$ cat src/rtl/fcb_pkg.sv
`default_nettype none
package fcb_pkg;
	localparam int PLANE_COUNT = 6;
	localparam int COORD_WIDTH = 16;
	localparam int NUM_PLANES = 6;
	localparam int CFG_IDX_W = 3;
	localparam logic [CFG_IDX_W-1:0] REG_MARGIN = 3'd6;
	localparam logic signed [15:0] MARGIN_RESET = -16'sd48;
	localparam logic signed [15:0] CODE_MAX = 16'sh7fff;
	localparam logic signed [15:0] CODE_MIN = -16'sh8000;

	typedef logic signed [COORD_WIDTH-1:0] coord_t;
	typedef coord_t [2:0] point_t;

	// signed 16-bit slot of a packed word
	function automatic logic signed [15:0] slot16(input logic [63:0] w, input int s);
		slot16 = w[16*s +: 16];
	endfunction

	// saturate a coordinate to the 16-bit code range
	function automatic logic signed [15:0] sat16(input coord_t v);
		logic signed [31:0] e;
		e = 32'(v);
		if (e > 32'(CODE_MAX)) sat16 = CODE_MAX;
		else if (e < 32'(CODE_MIN)) sat16 = CODE_MIN;
		else sat16 = 16'(e);
	endfunction
endpackage
`default_nettype wire

$ cat src/rtl/fcb_plane_lane.sv
`default_nettype none
// one plane against both corners: products registered, then sum and compare
module fcb_plane_lane (
	input  wire logic                clk,
	input  wire logic [63:0]         plane,
	input  wire logic signed [15:0]  margin,
	input  fcb_pkg::point_t          pmin,
	input  fcb_pkg::point_t          pmax,
	output logic                     outside
);
	import fcb_pkg::*;

	localparam int PW = COORD_WIDTH + 16;
	logic signed [PW-1:0] pa_s1 [3];
	logic signed [PW-1:0] pb_s1 [3];
	logic signed [PW+3:0] base_s1;
	logic signed [PW+3:0] lim_s1;
	logic signed [PW+3:0] da;
	logic signed [PW+3:0] db;

	always_ff @(posedge clk) begin
		for (int c = 0; c < 3; c++) begin
			pa_s1[c] <= slot16(plane, c) * pmin[c];
			pb_s1[c] <= slot16(plane, c) * pmax[c];
		end
		base_s1 <= (PW+4)'(slot16(plane, 3)) <<< 14;
		lim_s1 <= (PW+4)'(margin) <<< 14;
	end

	// distance of each corner below the margin
	always_comb begin
		da = base_s1 + (PW+4)'(pa_s1[0]) + (PW+4)'(pa_s1[1]) + (PW+4)'(pa_s1[2]);
		db = base_s1 + (PW+4)'(pb_s1[0]) + (PW+4)'(pb_s1[1]) + (PW+4)'(pb_s1[2]);
		outside = (da < lim_s1) && (db < lim_s1);
	end
endmodule
`default_nettype wire

$ cat config.mk
export PLATFORM = sky130hd
export DESIGN_NAME = fcb_plane_lane
export DESIGN_NICKNAME = d
export VERILOG_FILES = /design/src/rtl/fcb_pkg.sv /design/src/rtl/fcb_plane_lane.sv
export SDC_FILE = /design/constraint.sdc
export NUM_CORES = 2
export LEC_CHECK = 0
export ABC_AREA = 1
export BUFFER_PORTS_ARGS = -buffer_cell sky130_fd_sc_hd__buf_2
export CAP_MARGIN = 20
export CORE_UTILIZATION = 42
export DETAILED_ROUTE_END_ITERATION = 12
export PLACE_DENSITY = 0.67
export SLEW_MARGIN = 0
export SYNTH_ARGS = -nofsm -noshare
export SYNTH_HDL_FRONTEND = slang
export SYNTH_SLANG_ARGS = --single-unit
export TNS_END_PERCENT = 20
$ cat constraint.sdc
create_clock -name clk -period 12.55 [get_ports clk]
set_input_delay 1.255 -clock clk [delete_from_list [all_inputs] [get_ports clk]]
set_output_delay 1.255 -clock clk [all_outputs]
set_load 0.02 [all_outputs]
==> impl_results.md <==
- Critical Path RT: 11.30 ns
- Final worst-path cycle share: 61.44%
- Postcts setup bufs: 0
- WHS Endpoint: lim_s1[14]$_DFF_P_
- Worst-path maximum fanout: 6
- CTS tree: yes
- Die W: 417.2 um
- DR iter-0 viols: 3269
- Initial antenna violation count: 20
- Largest net degree at the start of global routing: 33
- Net count, final: 11080
- Post-Syn Area per Cell: 8.292 um2
- Setup violations, final: 0
- RSZ-0062 raised after global routing: false
- GRT overflow: 0
- Crit path capture type: output pin
- PortBufs: 177
- Max Root-Sink Buffers: 3
- Worst hold start: margin[0]
- Design area: 75940 um2
- WS Path Type: flop to output pin
- Final cell count without fillers: 10950
- Min cycle time layout: 7.711 ns
- FILL cells: 16860
- Cell Count Post-Placement: 10890
- Initial Util: 42.25%
- Worst-Margin Slew: 0.9093 ns
- Synthesis-stage register bit count: 224
- Total track usage: 22.45%
- CTS Hold Buffers Added: 0
- Worst Hold Class: input pin to flop
- Max-slew headroom: 39.38%
- Setup tns final: 0 ns
- Mapped Nets: 11210
- Core Region: 171400 um2
- Clk sinks: 224
- Cell Area, Synth: 72400 um2
- GP Congestion: 0.9259
- Antenna viol nets, final: 0
- Max-slew violation count: 0
- H-tree levels: 1
- Die Ht: 417.2 um
- Share of layout cells above drive strength 1: 4.184%
- IO Count: 178
- Final Util: 44.32%
- Post-synthesis cell type count: 62
- Clk pin slew, worst setup/hold paths: 0.07 ns
- CP dominant cell by count: nand2_1
- Synth area leaders: fa_1 (45%), inv_1 (13%), ha_1 (11%), nand2_1 (10%), dfxtp_1 (6.2%)
- Vias per cell: 4.924
- First-pass detailed-route iteration total: 7
- CP peak stage delay: 0.53 ns
- Max Cap Viol: 0
- Dpl hpwl: 162400 um
- Area Overhead vs Synth: 4.891%
- CP Launch Type: flop
- Rows: 152
- Routed wire per std cell: 17.35 um
- Critical path's slowest cell: fa_1
- CP arrival: 6.46 ns
- Routed WL: 190100 um
- Leading area contributor after synthesis: fa_1
- CTS buffer count: 27
- CTS Root Cell: clkbuf_16
- First-pass GRT wire length: 310700 um
- DRC: 0
- Synth async-reset ratio: 0%
- Post-synth top area share: 45.38%
- Peak Freq: 129.7 MHz
- Post-synth top flop: dfxtp_1
- Mapped Cells: 8731
- Yosys Warn Count: 0
- Vias in the first global route: 58820
- Hold Path Stages: 1
- Status: complete, no violations
- Overall die area: 174000 um2
- DP Area: 74960 um2
- Sequential-to-total area share from yosys stat: 6.194%
- Post-CTS sizing: 0
- Final Hold Fails: 0
- Post-synth EDFFs: 0
- Vias: 53930
[worst max-delay path by stage]
stage,startpoint,endpoint,slack [ns],cells past startpoint
final,base_s1[14]$_DFF_P_,outside,4.84,33
after floorplan,pmax[35],pb_s1[0][92]$_DFF_P_,5.93,21
after global routing,base_s1[14]$_DFF_P_,outside,4.32,33
after detailed placement,plane[31],pa_s1[0][61]$_DFF_P_,5.01,20
after CTS,base_s1[14]$_DFF_P_,outside,4.86,33
after global placement,plane[31],pa_s1[0][60]$_DFF_P_,5.02,19
[cell usage after synthesis, types with 12 or more instances]
library cell and n:
ha_1 658, a21oi_1 299, o21a_1 25, xor2_1 166, dfxtp_1 224, nand4_1 25
o21ai_0 123, nand2_1 1984, o21ai_1 19, nand3_1 77, inv_1 2541, nand2_2 33
xnor2_1 127, o21bai_1 16, nand3_2 15, a21o_1 37, fa_1 1641, o21ai_2 12
nor2_1 177, a31oi_1 19, clkbuf_1 324, a21oi_2 22, nor3_1 36
[critical path, delay by kind of cell, from the launching register on]
family	cells	cell delay, ns
compound gates	5	0.75
xor+xnor	1	0.38
fa+ha+maj	4	1.64
buf+inv	5	0.59
flops	1	0.45
simple gates	18	2.08
[flip-flops by register name (all words and copies together) (netlist names)]
| register | flops |
|---|---|
| pa_s1 | 96 |
| pb_s1 | 96 |
| lim_s1 | 16 |
| base_s1 | 16 |
[cell type report]
cell class / instances / area [um2] / share of cell area [%]
diodes: 14 / 35.03 / 0.04613
repair buffers: 182 / 923.4 / 1.216
flip-flops and latches: 224 / 4484 / 5.905
inverters: 2549 / 9568 / 12.60
clock inverters: 15 / 193.9 / 0.2554
clock buffers: 34 / 752.0 / 0.9902
multi-input cells: 5624 / 57090 / 75.18
well taps: 2310 / 2890 / 3.806
[kinds of logic after synthesis]
group	count (synthesis)	share of synthesized area, %
AOI/OAI and AO/OA	640	5.342
and+or+nand+nor	2390	13.18
adders and majority gates	2299	56.75
buffers and inverters	2883	14.95
xor gates and xnor gates	295	3.590
DFF	224	6.194
[layer usage]
| layer | track usage (%) | part of all wire, % | wire [um] |
|---|---|---|---|
| met1 | 28.32 | 40 | 76650 |
| met2 | 38.80 | 49 | 93710 |
| met3 | 3.209 | 6.2 | 11730 |
| met4 | 8.543 | 4.2 | 7953 |
| met5 | 0 | 0.013 | 24 |
[metrics by stage]
| step | hold slack (ns) | setup WS, ns |
|---|---|---|
| after floorplan | 1.283 | 5.933 |
| after CTS | 0.7542 | 4.858 |
| after detailed placement | 1.359 | 5.007 |
| after global placement | 1.361 | 5.017 |
| final | 0.7829 | 4.839 |
| after global routing | 0.7636 | 4.316 |
[placed cells by master, fill, tap and decap left out, types with 11 or more instances in the layout]
| master | instances |
|---|---|
| a211oi_1 | 11 |
| a21o_1 | 37 |
| a21oi_1 | 299 |
| a21oi_2 | 22 |
| a31oi_1 | 19 |
| buf_2 | 177 |
| clkbuf_16 | 27 |
| dfxtp_1 | 224 |
| diode_2 | 14 |
| fa_1 | 1641 |
| ha_1 | 658 |
| inv_1 | 2541 |
| nand2_1 | 1984 |
| nand2_2 | 33 |
| nand3_1 | 77 |
| nand3_2 | 15 |
| nand4_1 | 25 |
| nor2_1 | 177 |
| nor3_1 | 36 |
| nor4_1 | 11 |
| o21a_1 | 25 |
| o21ai_0 | 123 |
| o21ai_1 | 19 |
| o21ai_2 | 12 |
| o21bai_1 | 16 |
| xnor2_1 | 127 |
| xor2_1 | 166 |
Power is not shown: default switching activity piles up to over one toggle a cycle in this logic, so the estimate is an artifact.
