`src/rtl/fcb_pkg.sv`:
```
`default_nettype none
package fcb_pkg;
	localparam int PLANE_COUNT = 6;
	localparam int COORD_WIDTH = 16;
	localparam int NUM_PLANES = 6;
	localparam int CFG_IDX_W = 3;
	localparam logic [CFG_IDX_W-1:0] REG_MARGIN = 3'd6;
	localparam logic signed [15:0] MARGIN_RESET = -16'sd48;
	localparam logic signed [15:0] CODE_MAX = 16'sh7fff;
	localparam logic signed [15:0] CODE_MIN = -16'sh8000;

	typedef logic signed [COORD_WIDTH-1:0] coord_t;
	typedef coord_t [2:0] point_t;

	// signed 16-bit slot of a packed word
	function automatic logic signed [15:0] slot16(input logic [63:0] w, input int s);
		slot16 = w[16*s +: 16];
	endfunction

	// saturate a coordinate to the 16-bit code range
	function automatic logic signed [15:0] sat16(input coord_t v);
		logic signed [31:0] e;
		e = 32'(v);
		if (e > 32'(CODE_MAX)) sat16 = CODE_MAX;
		else if (e < 32'(CODE_MIN)) sat16 = CODE_MIN;
		else sat16 = 16'(e);
	endfunction
endpackage
`default_nettype wire

```
`src/rtl/fcb_xform_lane.sv`:
```
`default_nettype none
// transforms one coordinate of one corner from one matrix row: three
// products and the translation, products registered before the sum
module fcb_xform_lane (
	input  wire logic                clk,
	input  wire logic [63:0]         row,
	input  wire logic [47:0]         corner,
	output fcb_pkg::coord_t          coord
);
	import fcb_pkg::*;

	logic signed [31:0] prod_s1 [3];
	logic signed [15:0] trans_s1;
	logic signed [35:0] acc;
	logic signed [35:0] rnd;
	logic signed [35:0] lim;

	// products of linear terms and corner
	always_ff @(posedge clk) begin
		for (int c = 0; c < 3; c++)
			prod_s1[c] <= slot16(row, c) * slot16({16'd0, corner}, c);
		trans_s1 <= slot16(row, 3);
	end

	// sum, round half up, saturate
	always_comb begin
		lim = (36'sd1 <<< (COORD_WIDTH - 1)) - 36'sd1;
		acc = (36'(trans_s1) <<< 12) + 36'(prod_s1[0]) + 36'(prod_s1[1])
			+ 36'(prod_s1[2]);
		rnd = (acc + 36'sd2048) >>> 12;
		if (rnd > lim) coord = COORD_WIDTH'(lim);
		else if (rnd < -lim - 36'sd1) coord = COORD_WIDTH'(-lim - 36'sd1);
		else coord = COORD_WIDTH'(rnd);
	end
endmodule
`default_nettype wire

```
`config.mk`:
```
export PLATFORM = sky130hd
export DESIGN_NAME = fcb_xform_lane
export DESIGN_NICKNAME = d
export VERILOG_FILES = /design/src/rtl/fcb_pkg.sv /design/src/rtl/fcb_xform_lane.sv
export SDC_FILE = /design/constraint.sdc
export NUM_CORES = 2
export LEC_CHECK = 0
export BUFFER_PORTS_ARGS = -buffer_cell sky130_fd_sc_hd__buf_2
export CAP_MARGIN = 20
export CORE_ASPECT_RATIO = 1.25
export CORE_MARGIN = 10
export CORE_UTILIZATION = 43
export CTS_CLUSTER_DIAMETER = 60
export DETAILED_ROUTE_END_ITERATION = 8
export HOLD_SLACK_MARGIN = 0.06
export PLACE_DENSITY = 0.61
export SYNTH_ARGS = -nofsm -noshare
export SYNTH_HDL_FRONTEND = slang
export SYNTH_SLANG_ARGS = --single-unit
```
`constraint.sdc`:
```
create_clock -name clk -period 16.14 [get_ports clk]
set_input_delay 1.614 -clock clk [delete_from_list [all_inputs] [get_ports clk]]
set_output_delay 1.614 -clock clk [all_outputs]
set_load 0.01 [all_outputs]
```
==> qor.csv <==
stage,metric,value,unit
run_status,outcome,finished clean,
critical_path,CP max-delay cell,fa_1,
floorplanning,Initial Util,0.432,
synthesis,"FF+latch count, synth",112,
grt,GRT Overall Usage,0.186,
synthesis,Mapped Area,34500,sq um
critical_path,Required @ worst endpoint,16.43,ns
sta,RSZ-0062 raised after global routing,no,
drt,vias per cell,4.88,
drt,Post-DRT Antenna Nets,0,
drt,final WL,81300,um
synthesis,Synth async-reset ratio,0,
critical_path,crit-path leading delay family,adder cells,
drt,Wirelength per Cell,16.9,um
floorplanning,row cnt,116,
drt,router iterations before antenna repair,5,
drt,met3 WL,3460,um
floorplanning,die width,273,um
floorplanning,Ports,129,
floorplanning,Die Y,337,um
drt,wire length on met1,31500,um
clocking,Clock Path Buffers,2,
sta,fmax,0.130,GHz
sta,Slew @ Worst Pin,0.928,ns
sta,fin crit share,0.476,
place,Port Buffers,128,
critical_path,cell mode on critical path,fa_1,
clocking,PostCTS Resize Cnt,0,
clocking,Post-CTS Setup Repair Bufs,0,
grt,largest net degree at the start of global routing,21,
critical_path,CP Buf/Inv Count,5,
grt,GR Overflow Total,0,
sta,"Slew Viols, Final",0,
worst_hold_path,worst hold-check path type,input pin to flop,
drt,DR iter-0 viols,995,
run,max-cap viol count,0,
critical_path,critical path class,input pin to flop,
synthesis,synthesis warning total,0,
synthesis,"EDFF count, synth",0,
grt,global-route wire length before repair,136000,um
final_layout,Total Nets Final,4986,
clocking,CTS tree,built,
final_layout,fill count,7863,
synthesis,net count after synthesis,4947,
synthesis,ys flop type,dfxtp_1,
synthesis,Netlist cell types,61,
drt,DR top layer,met5,
drt,DR vias,23500,
final_layout,layout cells sized above 1,0.0416,
clocking,Root Driver,clkbuf_16,
clocking,CTS sink cnt,112,
sta,Rel. slew slack,0.379,
sta,Tmin final,7.67,ns
synthesis,Post-Syn Instances,3708,
clocking,total CTS buffers,9,
clocking,"CTS clk-pin slew, worst paths",0.07,ns
synthesis,"Seq/Total Area, Yosys",0.0650,
final_layout,Area Overhead vs Synth,5.44,%
critical_path,"Arr. time, crit path",7.97,ns
sta,Setup-failing EPs final,0,
grt,vias in the first global route,26400,
drt,routed length on met2,43400,um
floorplanning,core area,79800,sq um
critical_path,startpoint type of the worst setup path,input pin,
critical_path,maximum fanout along the worst path,16,
floorplanning,die area,92000,sq um
place,DPL Wire Length,69900,um
synthesis,post-synthesis average cell area,9.30,sq um
place,Placer Congestion,0.896,
sta,final hold violations,0,
clocking,htree depth,3,
critical_path,CP Cell Sequence,buf_2 > and2_1 > fa_1 > inv_1 > fa_1 > fa_1 > fa_1 > inv_1 > fa_1 > inv_1 > fa_1 > inv_1 > ha_1 > and3_1 > and3_1 > a211oi_1 > o21ai_2 > a41o_1 > o2bb2ai_2 > o21a_1 > or4_1 > a31o_1 > a21oi_2 > xnor2_1,
sta,total negative slack,0,ns
critical_path,Crit. End Element,flop,
critical_path,Max stage delay on crit path,0.55,ns
drt,DRC Markers,0,
clocking,CTS hold repair buffers,0,
grt,initial antenna violation count,8,
## cell families (layout without fill, tap and decap cells)
kind of cell | count (synthesis) | count (layout) | share of synthesized area
AO/OA/AOI/OAI | 265 | 265 | 0.0503
XOR/XNOR | 131 | 131 | 0.0335
adder cells (fa/ha/maj) | 1126 | 1126 | 0.591
buffers and inverters | 1132 | 1175 | 0.124
flip-flops | 112 | 112 | 0.0650
other | 0 | 1 | 0
AND/OR/NAND/NOR | 942 | 942 | 0.136
## worst paths after layout
kind     from             end  slack [ns]  cells after the start
max   row[23]  prod_s1[0][60]        8.47                     24
min   row[61]    trans_s1[13]        1.35                      1
## metal layers
layer | track usage | vias to the layer above
li1 | - | 10800
met1 | 0.216 | 12100
met2 | 0.344 | 439
met3 | 0.0277 | 152
met4 | 0.0595 | 12
met5 | 0 | -
## synthesized netlist by cell type (3+ instances only)
| cell type | count | area share |
|---|---|---|
| or2_2 | 3 | 0.00054 |
| buf_1 | 3 | 0.00033 |
| a211oi_1 | 12 | 0.0026 |
| nor2_1 | 89 | 0.0097 |
| xor2_1 | 29 | 0.0074 |
| nor3_1 | 12 | 0.0017 |
| and3_1 | 10 | 0.0018 |
| a31oi_1 | 7 | 0.0013 |
| or3_1 | 5 | 0.00091 |
| a21oi_1 | 86 | 0.012 |
| nand2_1 | 381 | 0.041 |
| nor2b_1 | 12 | 0.0022 |
| a21o_1 | 52 | 0.011 |
| nand2b_1 | 20 | 0.0036 |
| inv_1 | 1032 | 0.11 |
| o21a_1 | 12 | 0.0026 |
| nand3_1 | 14 | 0.0020 |
| a211o_1 | 3 | 0.00076 |
| o21ai_0 | 40 | 0.0058 |
| xnor2_1 | 101 | 0.026 |
| dfxtp_1 | 112 | 0.065 |
| o21ai_1 | 6 | 0.00087 |
| ha_1 | 288 | 0.10 |
| nand4_1 | 11 | 0.0020 |
| fa_1 | 838 | 0.49 |
| o2111ai_1 | 3 | 0.00076 |
| o21bai_1 | 12 | 0.0026 |
| clkbuf_1 | 94 | 0.010 |
| and2_1 | 376 | 0.068 |
| o211ai_1 | 5 | 0.0011 |
## cell type report
| class | instances | area (sq um) | share of cell area |
|---|---|---|---|
| Antenna cell | 1 | 2.50 | 0.0000689 |
| Clock buffer | 9 | 225 | 0.00620 |
| Clock inverter | 6 | 62.6 | 0.00172 |
| Inverter | 1032 | 3870 | 0.107 |
| Multi-Input combinational cell | 2464 | 28000 | 0.770 |
| Sequential cell | 112 | 2240 | 0.0617 |
| Tap cell | 1062 | 1330 | 0.0366 |
| Timing Repair Buffer | 128 | 641 | 0.0176 |
## placed cells by master (no fill, tap or decap), types with 6 or more instances in the layout
cell type	count
nand4_1	11
nand3_1	14
o21ai_1	6
clkbuf_16	9
ha_1	288
fa_1	838
xor2_1	29
nand2_1	381
a21oi_1	86
a21o_1	52
inv_1	1032
buf_2	128
and3_1	10
xnor2_1	101
nor2_1	89
o21ai_0	40
a31oi_1	7
a211oi_1	12
dfxtp_1	112
nor3_1	12
o21a_1	12
and2_1	376
nand2b_1	20
nor2b_1	12
o21bai_1	12
## stage by stage
| step | utilization | worst slack, ns | cells | hold WS [ns] | area (sq um) |
|---|---|---|---|---|---|
| finish | 0.455 | 8.47 | 4814 | 1.35 | 36300 |
| global route | 0.455 | 8.18 | 4813 | 1.34 | 36300 |
| detailed placement | 0.452 | 8.09 | 4798 | 1.72 | 36100 |
| floorplan | - | 8.47 | 3708 | 1.64 | 34500 |
| global placement | 0.452 | 8.12 | 4798 | 1.72 | 36100 |
| CTS | 0.455 | 8.47 | 4813 | 1.34 | 36300 |
## flip-flops by register name, indices dropped and copies added (netlist names)
name / flops
trans_s1: 16
prod_s1: 96
Power is left out: the tool's default activity adds up to more than one toggle a clock period on the data nets, which glitch-free logic cannot reach.
